$ cat src/vln_pkg.sv
`timescale 1ns / 1ps
// vln_pkg: shared constants, types and request structs for the vector L2 normalizer.
// No dependencies; every other file imports it.
package vln_pkg;

  // Vector geometry
  localparam int MaxLen = 64;
  localparam int AddrW  = $clog2(MaxLen);
  localparam int CntW   = $clog2(MaxLen + 1);

  // Field widths
  localparam int ElemW  = 16;
  localparam int NormW  = 19;
  localparam int SqW    = 31;
  localparam int SumW   = 37;
  localparam int TdataOutW = 40;

  // Square root: one result bit per cycle
  localparam int RootIter = (SumW + 1) / 2;

  // Divider: quotient bits per cycle and cycles per element
  localparam int QuotW    = 16;
  localparam int DivStep  = 4;
  localparam int DivCycles = QuotW / DivStep;
  localparam int DivCntW  = $clog2(DivCycles);

  // Saturation bounds of the Q1.15 result magnitude
  localparam logic [QuotW-1:0] PosMax = 16'h7fff;
  localparam logic [QuotW-1:0] NegMax = 16'h8000;

  typedef logic signed [ElemW-1:0] elem_t;
  typedef logic [NormW-1:0]        norm_t;
  typedef logic [SumW-1:0]         sum_t;
  typedef logic [AddrW-1:0]        addr_t;
  typedef logic [CntW-1:0]         cnt_t;

  // Element store write request
  typedef struct packed {
    logic  en;
    addr_t addr;
    elem_t data;
  } store_wr_t;

  // Element store read request
  typedef struct packed {
    logic  en;
    addr_t addr;
  } store_rd_t;

endpackage

$ cat src/vector_l2_normalize.sv
`timescale 1ns / 1ps
// vector_l2_normalize: top level; loads elements, forms the norm and emits
// normalized elements. Depends on vln_pkg, vln_store, vln_isqrt, vln_scale.
//
//  channel  | direction | tdata (low bit up)            | tlast
//  s_axis   | in        | element[15:0]                 | is_last
//  m_axis   | out       | unit_element[15:0], norm[34:16] | is_final
//
// Loading takes one element per cycle while idle; the square is summed in the next cycle.
// Closing a vector goes through a flush state, then 19 root digits and a done pulse.
// Each result then passes a store read, a divider load, the divider steps at four quotient
// bits each, a done pulse, and a push into the output register.
// Inputs stall from the closing element until the last result is pushed.
// Reset clears control, count and sum; the element store is not cleared.
module vector_l2_normalize (
  input  logic                  clk_i,
  input  logic                  rst_ni,
  input  logic                  s_axis_tvalid,
  output logic                  s_axis_tready,
  input  logic [15:0]           s_axis_tdata,   // element[15:0]
  input  logic                  s_axis_tlast,
  output logic                  m_axis_tvalid,
  input  logic                  m_axis_tready,
  output logic [39:0]           m_axis_tdata,   // unit_element[15:0], norm[34:16], zero[39:35]
  output logic                  m_axis_tlast
);
  import vln_pkg::*;

  localparam logic [2:0] S_IDLE    = 3'd0;
  localparam logic [2:0] S_FLUSH   = 3'd1;
  localparam logic [2:0] S_ROOT    = 3'd2;
  localparam logic [2:0] S_READ    = 3'd3;
  localparam logic [2:0] S_DIVGO   = 3'd4;
  localparam logic [2:0] S_DIVWAIT = 3'd5;
  localparam logic [2:0] S_PUSH    = 3'd6;

  logic [2:0]       state_q, state_d;
  cnt_t             cnt_q, cnt_d;
  addr_t            k_q, k_d;
  sum_t             sum_q, sum_d;
  logic [SqW-1:0]   sq_q;
  logic             sq_vld_q;
  norm_t            norm_q;

  logic             m_valid_q;
  elem_t            m_unit_q;
  norm_t            m_norm_q;
  logic             m_last_q;

  logic             in_acc;
  logic             closing;
  logic             push;
  logic             is_final;
  elem_t            elem_in;
  logic signed [2*ElemW-1:0] prod;

  store_wr_t        wr;
  store_rd_t        rd;
  elem_t            rdata;
  logic             root_done;
  norm_t            root;
  logic             div_done;
  elem_t            unit;

  assign elem_in       = elem_t'(s_axis_tdata);
  assign s_axis_tready = (state_q == S_IDLE);
  assign in_acc        = s_axis_tvalid && s_axis_tready;
  assign closing       = s_axis_tlast || (cnt_q == CntW'(MaxLen - 1));
  assign push          = (state_q == S_PUSH) && (!m_valid_q || m_axis_tready);
  assign is_final      = (CntW'({1'b0, k_q}) + 1'b1) == cnt_q;
  assign prod          = elem_in * elem_in;

  // Store requests
  assign wr.en   = in_acc;
  assign wr.addr = cnt_q[AddrW-1:0];
  assign wr.data = elem_in;
  assign rd.en   = (state_q == S_READ);
  assign rd.addr = k_q;

  vln_store u_store (
    .clk_i   (clk_i),
    .wr_i    (wr),
    .rd_i    (rd),
    .rdata_o (rdata)
  );

  vln_isqrt u_isqrt (
    .clk_i   (clk_i),
    .rst_ni  (rst_ni),
    .start_i (state_q == S_FLUSH),
    .value_i (sum_d),
    .done_o  (root_done),
    .root_o  (root)
  );

  vln_scale u_scale (
    .clk_i   (clk_i),
    .rst_ni  (rst_ni),
    .start_i (state_q == S_DIVGO),
    .elem_i  (rdata),
    .norm_i  (norm_q),
    .done_o  (div_done),
    .unit_o  (unit)
  );

  // Accumulate the pending square; clear once the root is taken
  always_comb begin
    sum_d = sum_q;
    if (sq_vld_q) begin
      sum_d = sum_q + SumW'(sq_q);
    end
    if ((state_q == S_ROOT) && root_done) begin
      sum_d = '0;
    end
  end

  // Sequence load, root and per-element scaling
  always_comb begin
    state_d = state_q;
    cnt_d   = cnt_q;
    k_d     = k_q;
    unique case (state_q)
      S_IDLE: begin
        if (in_acc) begin
          cnt_d = cnt_q + 1'b1;
          if (closing) begin
            state_d = S_FLUSH;
          end
        end
      end
      S_FLUSH: begin
        state_d = S_ROOT;
      end
      S_ROOT: begin
        if (root_done) begin
          k_d     = '0;
          state_d = S_READ;
        end
      end
      S_READ: begin
        state_d = S_DIVGO;
      end
      S_DIVGO: begin
        state_d = S_DIVWAIT;
      end
      S_DIVWAIT: begin
        if (div_done) begin
          state_d = S_PUSH;
        end
      end
      S_PUSH: begin
        if (push) begin
          if (is_final) begin
            cnt_d   = '0;
            k_d     = '0;
            state_d = S_IDLE;
          end else begin
            k_d     = k_q + 1'b1;
            state_d = S_READ;
          end
        end
      end
      default: begin
        state_d = S_IDLE;
      end
    endcase
  end

  // Control registers
  always_ff @(posedge clk_i or negedge rst_ni) begin
    if (!rst_ni) begin
      state_q   <= S_IDLE;
      cnt_q     <= '0;
      k_q       <= '0;
      sum_q     <= '0;
      sq_vld_q  <= 1'b0;
      m_valid_q <= 1'b0;
    end else begin
      state_q  <= state_d;
      cnt_q    <= cnt_d;
      k_q      <= k_d;
      sum_q    <= sum_d;
      sq_vld_q <= in_acc;
      if (push) begin
        m_valid_q <= 1'b1;
      end else if (m_axis_tready) begin
        m_valid_q <= 1'b0;
      end
    end
  end

  // Payload registers: square, norm and output item
  always_ff @(posedge clk_i) begin
    if (in_acc) begin
      sq_q <= prod[SqW-1:0];
    end
    if ((state_q == S_ROOT) && root_done) begin
      norm_q <= root;
    end
    if (push) begin
      m_unit_q <= unit;
      m_norm_q <= norm_q;
      m_last_q <= is_final;
    end
  end

  assign m_axis_tvalid = m_valid_q;
  assign m_axis_tdata  = {{(TdataOutW - NormW - ElemW){1'b0}}, m_norm_q, m_unit_q};
  assign m_axis_tlast  = m_last_q;

`ifndef SYNTHESIS
  a_root_in_state: assert property (@(posedge clk_i) disable iff (!rst_ni)
    root_done |-> (state_q == S_ROOT))
    else $error("root done outside root state");

  a_div_in_state: assert property (@(posedge clk_i) disable iff (!rst_ni)
    div_done |-> (state_q == S_DIVWAIT))
    else $error("divider done outside wait state");

  a_root_exact: assert property (@(posedge clk_i) disable iff (!rst_ni)
    root_done |-> (((38'(root) * 38'(root)) <= 38'(sum_q))
                && (((38'(root) + 38'd1) * (38'(root) + 38'd1)) > 38'(sum_q))))
    else $error("root is not the floor square root of the sum");

  a_read_in_range: assert property (@(posedge clk_i) disable iff (!rst_ni)
    (state_q == S_READ) |-> (CntW'({1'b0, k_q}) < cnt_q))
    else $error("store read beyond loaded elements");

  a_final_clears: assert property (@(posedge clk_i) disable iff (!rst_ni)
    (push && is_final) |=> ((cnt_q == '0) && (sum_q == '0) && (state_q == S_IDLE)))
    else $error("count or sum not cleared after last result");
`endif

endmodule

$ cat src/vln_store.sv
`timescale 1ns / 1ps
// vln_store: element buffer, one write port and one registered read port.
// Depends on vln_pkg.
module vln_store (
  input  logic               clk_i,
  input  vln_pkg::store_wr_t wr_i,
  input  vln_pkg::store_rd_t rd_i,
  output vln_pkg::elem_t     rdata_o
);
  import vln_pkg::*;

  elem_t mem_q [MaxLen];
  elem_t rdata_q;

  // Write one element
  always_ff @(posedge clk_i) begin
    if (wr_i.en) begin
      mem_q[wr_i.addr] <= wr_i.data;
    end
  end

  // Registered read
  always_ff @(posedge clk_i) begin
    if (rd_i.en) begin
      rdata_q <= mem_q[rd_i.addr];
    end
  end

  assign rdata_o = rdata_q;

endmodule

$ cat src/vln_isqrt.sv
`timescale 1ns / 1ps
// vln_isqrt: iterative floor square root, one result bit per cycle.
// Depends on vln_pkg.
module vln_isqrt (
  input  logic          clk_i,
  input  logic          rst_ni,
  input  logic          start_i,
  input  vln_pkg::sum_t value_i,
  output logic          done_o,
  output vln_pkg::norm_t root_o
);
  import vln_pkg::*;

  logic        busy_q;
  logic        done_q;
  sum_t        v_q;
  sum_t        root_q;
  sum_t        bit_q;
  logic [SumW:0] trial;
  logic        take;

  // Trial subtraction of the current digit
  assign trial = {1'b0, root_q} + {1'b0, bit_q};
  assign take  = ({1'b0, v_q} >= trial);

  // Control: busy while digits remain, pulse done after the last one
  always_ff @(posedge clk_i or negedge rst_ni) begin
    if (!rst_ni) begin
      busy_q <= 1'b0;
      done_q <= 1'b0;
    end else begin
      done_q <= 1'b0;
      if (start_i) begin
        busy_q <= 1'b1;
      end else if (busy_q && bit_q[0]) begin
        busy_q <= 1'b0;
        done_q <= 1'b1;
      end
    end
  end

  // Datapath: remainder, partial root and digit weight
  always_ff @(posedge clk_i) begin
    if (start_i) begin
      v_q    <= value_i;
      root_q <= '0;
      bit_q  <= {1'b1, {(SumW-1){1'b0}}};
    end else if (busy_q) begin
      if (take) begin
        v_q    <= v_q - trial[SumW-1:0];
        root_q <= (root_q >> 1) + bit_q;
      end else begin
        root_q <= root_q >> 1;
      end
      bit_q <= bit_q >> 2;
    end
  end

  assign done_o = done_q;
  assign root_o = root_q[NormW-1:0];

endmodule

$ cat src/vln_scale.sv
`timescale 1ns / 1ps
// vln_scale: element * 32768 / norm by restoring division, four quotient
// bits per cycle, with sign handling and Q1.15 saturation. Depends on vln_pkg.
module vln_scale (
  input  logic           clk_i,
  input  logic           rst_ni,
  input  logic           start_i,
  input  vln_pkg::elem_t elem_i,
  input  vln_pkg::norm_t norm_i,
  output logic           done_o,
  output vln_pkg::elem_t unit_o
);
  import vln_pkg::*;

  logic               busy_q;
  logic               done_q;
  logic [DivCntW-1:0] cnt_q;
  norm_t              norm_q;
  norm_t              r_q;
  logic [QuotW-1:0]   d_q;
  logic [QuotW-1:0]   q_q;
  logic               neg_q;
  logic               zero_q;
  elem_t              elem_q;
  elem_t              unit_q;

  logic [ElemW-1:0]   mag;
  norm_t              r_d;
  logic [QuotW-1:0]   d_d;
  logic [QuotW-1:0]   q_d;
  logic [NormW:0]     rr;
  logic [QuotW-1:0]   sat;
  elem_t              unit_d;

  assign mag = elem_i[ElemW-1] ? ElemW'(-elem_i) : ElemW'(elem_i);

  // Four restoring division steps
  always_comb begin
    r_d = r_q;
    d_d = d_q;
    q_d = q_q;
    rr  = '0;
    for (int j = 0; j < DivStep; j++) begin
      rr  = {r_d, d_d[QuotW-1]};
      d_d = {d_d[QuotW-2:0], 1'b0};
      if (rr >= {1'b0, norm_q}) begin
        r_d = NormW'(rr - {1'b0, norm_q});
        q_d = {q_d[QuotW-2:0], 1'b1};
      end else begin
        r_d = rr[NormW-1:0];
        q_d = {q_d[QuotW-2:0], 1'b0};
      end
    end
  end

  // Apply sign and saturate; a zero norm passes the element through
  always_comb begin
    sat    = '0;
    unit_d = elem_q;
    if (!zero_q) begin
      if (neg_q) begin
        sat    = (q_d > NegMax) ? NegMax : q_d;
        unit_d = elem_t'(ElemW'(-sat));
      end else begin
        sat    = (q_d > PosMax) ? PosMax : q_d;
        unit_d = elem_t'(sat);
      end
    end
  end

  // Control: step counter and done pulse
  always_ff @(posedge clk_i or negedge rst_ni) begin
    if (!rst_ni) begin
      busy_q <= 1'b0;
      done_q <= 1'b0;
      cnt_q  <= '0;
    end else begin
      done_q <= 1'b0;
      if (start_i) begin
        busy_q <= 1'b1;
        cnt_q  <= '0;
      end else if (busy_q) begin
        cnt_q <= cnt_q + 1'b1;
        if (cnt_q == DivCntW'(DivCycles - 1)) begin
          busy_q <= 1'b0;
          done_q <= 1'b1;
        end
      end
    end
  end

  // Datapath: load operands, then iterate; hold result until the next run ends
  always_ff @(posedge clk_i) begin
    if (start_i) begin
      norm_q <= norm_i;
      r_q    <= NormW'(mag[ElemW-1:1]);
      d_q    <= {mag[0], {(QuotW-1){1'b0}}};
      q_q    <= '0;
      neg_q  <= elem_i[ElemW-1];
      zero_q <= (norm_i == '0);
      elem_q <= elem_i;
    end else if (busy_q) begin
      r_q <= r_d;
      d_q <= d_d;
      q_q <= q_d;
      if (cnt_q == DivCntW'(DivCycles - 1)) begin
        unit_q <= unit_d;
      end
    end
  end

  assign done_o = done_q;
  assign unit_o = unit_q;

endmodule

$ cat config.mk
export PLATFORM = sky130hd
export DESIGN_NAME = vector_l2_normalize
export DESIGN_NICKNAME = d
export VERILOG_FILES = /design/src/vln_pkg.sv /design/src/vector_l2_normalize.sv /design/src/vln_store.sv /design/src/vln_isqrt.sv /design/src/vln_scale.sv
export SDC_FILE = /design/constraint.sdc
export NUM_CORES = 2
export LEC_CHECK = 0
export BUFFER_PORTS_ARGS = -buffer_cell sky130_fd_sc_hd__buf_2
export CORE_ASPECT_RATIO = 0.75
export CORE_MARGIN = 1.5
export CORE_UTILIZATION = 45
export DETAILED_ROUTE_END_ITERATION = 12
export PLACE_DENSITY = 0.71
export SLEW_MARGIN = 0
export SYNTH_ARGS = -nofsm -noshare
export SYNTH_HDL_FRONTEND = slang
export SYNTH_HIERARCHICAL = 1
export SYNTH_SLANG_ARGS = --single-unit
$ cat constraint.sdc
create_clock -name clk_i -period 24.5 [get_ports clk_i]
set_clock_uncertainty 0.2 [all_clocks]
set_input_delay 1.225 -clock clk_i [delete_from_list [all_inputs] [get_ports clk_i]]
set_output_delay 1.225 -clock clk_i [all_outputs]
set_load 0.01 [all_outputs]
==> flow_summary.toml <==
[status]
run_status = "complete, no violations"

[setup_path]
criticalPathCategory = "reg -> reg"
path_buf_inv = 5
crit-reg2reg-launch = "u_scale/norm_q[0]"
r2r_slack_ps = 11550
worst_reg_to_reg_path_cell_count = 48
cp-end-kind = "flip-flop"
worst_setup_path_endpoint = "u_scale/unit_o[12]"
timing.critical_path.depth = 48
critical-path-max-stage-delay_ps = 590
critical-path-top-cell-by-count = "sky130_fd_sc_hd__ha_1"
critical_path.startpoint = "u_scale/norm_q[0]"
path_delay_family = "simple AND/OR/NAND/NOR gates"
critPathRequiredTime_ps = 24830
r2r_end = "u_scale/unit_o[12]"
worstPathMaxFanout = 33
worstSetupStartpointType = "flip-flop"
timing.critical_path.slowest_stage_cell = "sky130_fd_sc_hd__edfxtp_1"
cp.arrival_ps = 13280

[clock_tree]
post_cts_resize_count = 0
cts_buffer_depth = 3
tritoncts.num_buffers = 132
cts.reportedPaths.clkPinSlew_ps = 70
worst_skew_pair.late_latency_ps = 790
post_cts_repair_setup_buffers = 0
cts-hold-fix-buffers = 0
h-tree-depth = 4
tritoncts_clock_tree = "built"
clkSinkCount = 1363
root_buffer = "sky130_fd_sc_hd__clkbuf_16"

[route]
final_antenna_net_count = 0
first_pass_iters = 7
via_per_inst = 5.86
detail_route.drc_violations = 0
vias = 44800
wire_per_inst_um = 23.0
drt_first_iter_violations = 4496
wl_um = 176000

[synth]
synth_top_area_share_pct = 51.0
synth_sequential_area_ratio_pct = 55.1
synth_top_cells_by_area = "sky130_fd_sc_hd__edfxtp_1, sky130_fd_sc_hd__mux4_2, sky130_fd_sc_hd__fa_1"
ys.flop_type = "sky130_fd_sc_hd__edfxtp_1"
synth_edf_count = 1230
syn-instance-count = 5361
number_of_distinct_library_cells_after_synthesis = 105
synth_area_leader_cell = "sky130_fd_sc_hd__edfxtp_1"
cell_area_after_synthesis_mm2 = 0.0725
yosysWarningCount = 6
synthesis.area_per_instance_um2 = 13.5
ys_async_sr_fraction_pct = 4.48
ffs_latches_synth = 1363

[placed_design]
dpl_worst_slack_ps = 11790
port_buffers = 58
placed_area_mm2 = 0.0749
gpl.final_weighted_congestion = 0.908
dp_hpwl_um = 118000

[global_routing]
gr_overflow_total = 0
number_of_antenna_violations_at_the_first_check_in_global_routing = 5
grt_use_met2_pct = 32.0
grt_pass1_vias = 44000
grt_util_met1_pct = 31.4
grt_max_degree = 110
grt_use_met3_pct = 6.09
globalRoute.busiestLayer = "met2"
grt_pass1_wl_um = 270000
gr-usage-all-layers_pct = 21.7

[sta]
unrepaired_setup_endpoints_after_global_routing = "false"
min_period_over_period_pct = 52.9
finalHoldViolCount = 0
setup_total_negative_slack_ps = 0
finalWorstSetupSlack_ps = 11550
maxClockFrequency_mhz = 77.2
max_slew_margin_pct = 24.1
report.final.setup_viol = 0
fin_hold_ws_ps = 70.2
final_max_slew_viol_count = 0
tightest_slew_ps = 1130
timing.final.crit_period_ps = 12950

[cells_and_area]
nFillCells = 13600
design.final.nets = 5946
finish.instance_area_mm2 = 0.0791
drive_gt1_share_pct = 12.8
layout-area-overhead-vs-synth_pct = 9.10

[pwr]
power.static_leakage_nw = 28.4
cellPowerDensity_mw_per_mm2 = 84.9
power_switching_share_pct = 31.1
irDropWorstVdd_mv = 0.164
power.share.clock_pct = 29.5
report.power.total_mw = 6.71
power.combinational.fraction_pct = 31.1
seq_power_share_pct = 39.5
switching_power_mw = 2.09
internal_power_mw = 4.62

[die]
initial_utilization_pct = 45.3
io-pin-count = 64
die_area_mm2 = 0.163
chipHeight_um = 351
design.core.area_mm2 = 0.160
die_span_x_um = 466
core.rowCount = 127

[flow_run]
max_cap_violations = 0

[min_path]
min_path_type = "in -> async"
cells in the mapped netlist, types with 13 or more instances:
master and count:
sky130_fd_sc_hd__o21ai_0 191, sky130_fd_sc_hd__nor2b_1 58, sky130_fd_sc_hd__or3_1 20, sky130_fd_sc_hd__clkbuf_1 106
sky130_fd_sc_hd__mux2_2 55, sky130_fd_sc_hd__xor2_1 92, sky130_fd_sc_hd__o31ai_1 22, sky130_fd_sc_hd__a211oi_1 57
sky130_fd_sc_hd__a311oi_1 25, sky130_fd_sc_hd__buf_2 50, sky130_fd_sc_hd__fa_1 236, sky130_fd_sc_hd__a21o_1 75
sky130_fd_sc_hd__nor3_1 52, sky130_fd_sc_hd__o21a_1 33, sky130_fd_sc_hd__ha_1 270, sky130_fd_sc_hd__o211ai_1 18
sky130_fd_sc_hd__and3_1 36, sky130_fd_sc_hd__inv_1 441, sky130_fd_sc_hd__buf_1 15, sky130_fd_sc_hd__nor4_1 19
sky130_fd_sc_hd__nand2_1 347, sky130_fd_sc_hd__dfxtp_1 72, sky130_fd_sc_hd__edfxtp_1 1230, sky130_fd_sc_hd__nor2_1 343
sky130_fd_sc_hd__nand3b_1 13, sky130_fd_sc_hd__a221oi_1 28, sky130_fd_sc_hd__nand4_1 42, sky130_fd_sc_hd__a211o_1 16
sky130_fd_sc_hd__buf_4 40, sky130_fd_sc_hd__or2_2 13, sky130_fd_sc_hd__dfrtp_1 61, sky130_fd_sc_hd__mux4_2 220
sky130_fd_sc_hd__a22oi_1 42, sky130_fd_sc_hd__and2_1 66, sky130_fd_sc_hd__o21bai_1 22, sky130_fd_sc_hd__o21ai_1 14
sky130_fd_sc_hd__a21oi_1 205, sky130_fd_sc_hd__mux2i_1 166, sky130_fd_sc_hd__a31oi_1 69, sky130_fd_sc_hd__nand3_1 86
sky130_fd_sc_hd__xnor2_1 140, sky130_fd_sc_hd__nand2b_1 40, sky130_fd_sc_hd__buf_6 23
per-layer routing:
| layer | share of wire [%] | routed length [um] | up-vias |
|---|---|---|---|
| li1 | - | - | 20100 |
| met1 | 44 | 77400 | 22700 |
| met2 | 44 | 77800 | 1816 |
| met3 | 9.9 | 17500 | 231 |
| met4 | 2.1 | 3620 | 2 |
| met5 | 0.011 | 19 | - |
area by class of cell:
type	instances	area, um2	area share [%]
sequential	1363	39900	50.5
clock buffer	160	3490	4.42
timing repair buffer	167	1130	1.43
inverter	442	1660	2.10
clock inverter	72	652	0.825
multi-input combinational	3313	29500	37.4
antenna	5	12.5	0.0158
tap	2128	2660	3.37
kinds of logic after synthesis:
| logic type | count (synthesis) | synth area share (%) |
|---|---|---|
| XOR/XNOR | 232 | 2.80 |
| flip-flops | 1363 | 55.1 |
| AO/OA/AOI/OAI | 941 | 8.69 |
| multiplexers | 446 | 10.1 |
| other | 1 | 0.00517 |
| adder cells (fa/ha/maj) | 506 | 11.2 |
| AND/OR/NAND/NOR | 1183 | 7.83 |
| buffers and inverters | 689 | 4.29 |
through the flow:
stage	instances	utilization, %
2_1_floorplan	5365	-
3_3_place_gp	7413	46.9
3_5_place_dp	7413	46.9
4_1_cts	7645	49.5
5_1_grt	7647	49.5
6_report	7650	49.5
power by group through the flow:
stage / Sequential, mW / Clock, mW / Combinational [mW]
6_report: 2.65 / 1.98 / 2.08
5_1_grt: 2.65 / 2.10 / 2.40
3_3_place_gp: 2.70 / 0 / 2.04
2_1_floorplan: 2.70 / 0 / 1.64
4_1_cts: 2.65 / 2.01 / 2.10
3_5_place_dp: 2.70 / 0 / 2.09
cell usage in the layout, fill, tap and decap left out, types with 34 or more instances in the layout:
master | synthesis | routed
sky130_fd_sc_hd__inv_1 | 441 | 440
sky130_fd_sc_hd__a21oi_1 | 205 | 205
sky130_fd_sc_hd__mux2_2 | 55 | 55
sky130_fd_sc_hd__mux4_2 | 220 | 220
sky130_fd_sc_hd__mux2i_1 | 166 | 165
sky130_fd_sc_hd__a31oi_1 | 69 | 69
sky130_fd_sc_hd__buf_2 | 50 | 54
sky130_fd_sc_hd__nand2b_1 | 40 | 40
sky130_fd_sc_hd__clkbuf_16 | 0 | 134
sky130_fd_sc_hd__nand3_1 | 86 | 86
sky130_fd_sc_hd__a22oi_1 | 42 | 42
sky130_fd_sc_hd__fa_1 | 236 | 236
sky130_fd_sc_hd__dfrtp_1 | 61 | 56
sky130_fd_sc_hd__dfxtp_1 | 72 | 72
sky130_fd_sc_hd__nor2_1 | 343 | 333
sky130_fd_sc_hd__a211oi_1 | 57 | 57
sky130_fd_sc_hd__o21ai_0 | 191 | 190
sky130_fd_sc_hd__nand2_1 | 347 | 347
sky130_fd_sc_hd__xor2_1 | 92 | 92
sky130_fd_sc_hd__ha_1 | 270 | 270
sky130_fd_sc_hd__buf_4 | 40 | 112
sky130_fd_sc_hd__a21o_1 | 75 | 75
sky130_fd_sc_hd__nor2b_1 | 58 | 58
sky130_fd_sc_hd__nand4_1 | 42 | 42
sky130_fd_sc_hd__xnor2_1 | 140 | 140
sky130_fd_sc_hd__edfxtp_1 | 1230 | 1230
sky130_fd_sc_hd__and2_1 | 66 | 66
sky130_fd_sc_hd__nor3_1 | 52 | 48
sky130_fd_sc_hd__and3_1 | 36 | 34
worst min-delay path by stage:
stage / startpoint / to / depth (start not counted)
2_1_floorplan: u_scale/unit_o[0] / m_unit_q[0] / 0
3_3_place_gp: u_scale/unit_o[12] / m_unit_q[12] / 0
3_5_place_dp: u_scale/unit_o[14] / m_unit_q[14] / 0
4_1_cts: rst_ni / u_scale/busy_q / 1
5_1_grt: rst_ni / u_scale/busy_q / 1
6_report: rst_ni / u_scale/busy_q / 1
registers in the layout, summed over array words and instances (netlist names), 2 cells and up:
register,count
m_unit_q,16
u_scale/unit_o,16
u_store/rdata_o,16
u_scale/elem_q,15
state_q,3
sum_q,37
u_scale/cnt_q,2
u_scale/norm_q,19
k_q,6
u_isqrt/v_q,37
cnt_q,7
m_norm_q,19
u_scale/r_q,19
u_isqrt/root_q,37
norm_q,19
u_isqrt/bit_q,19
u_store/mem_q,1024
sq_q,30
u_scale/q_q,12
No activity file was read; power rests on OpenSTA's default activity.
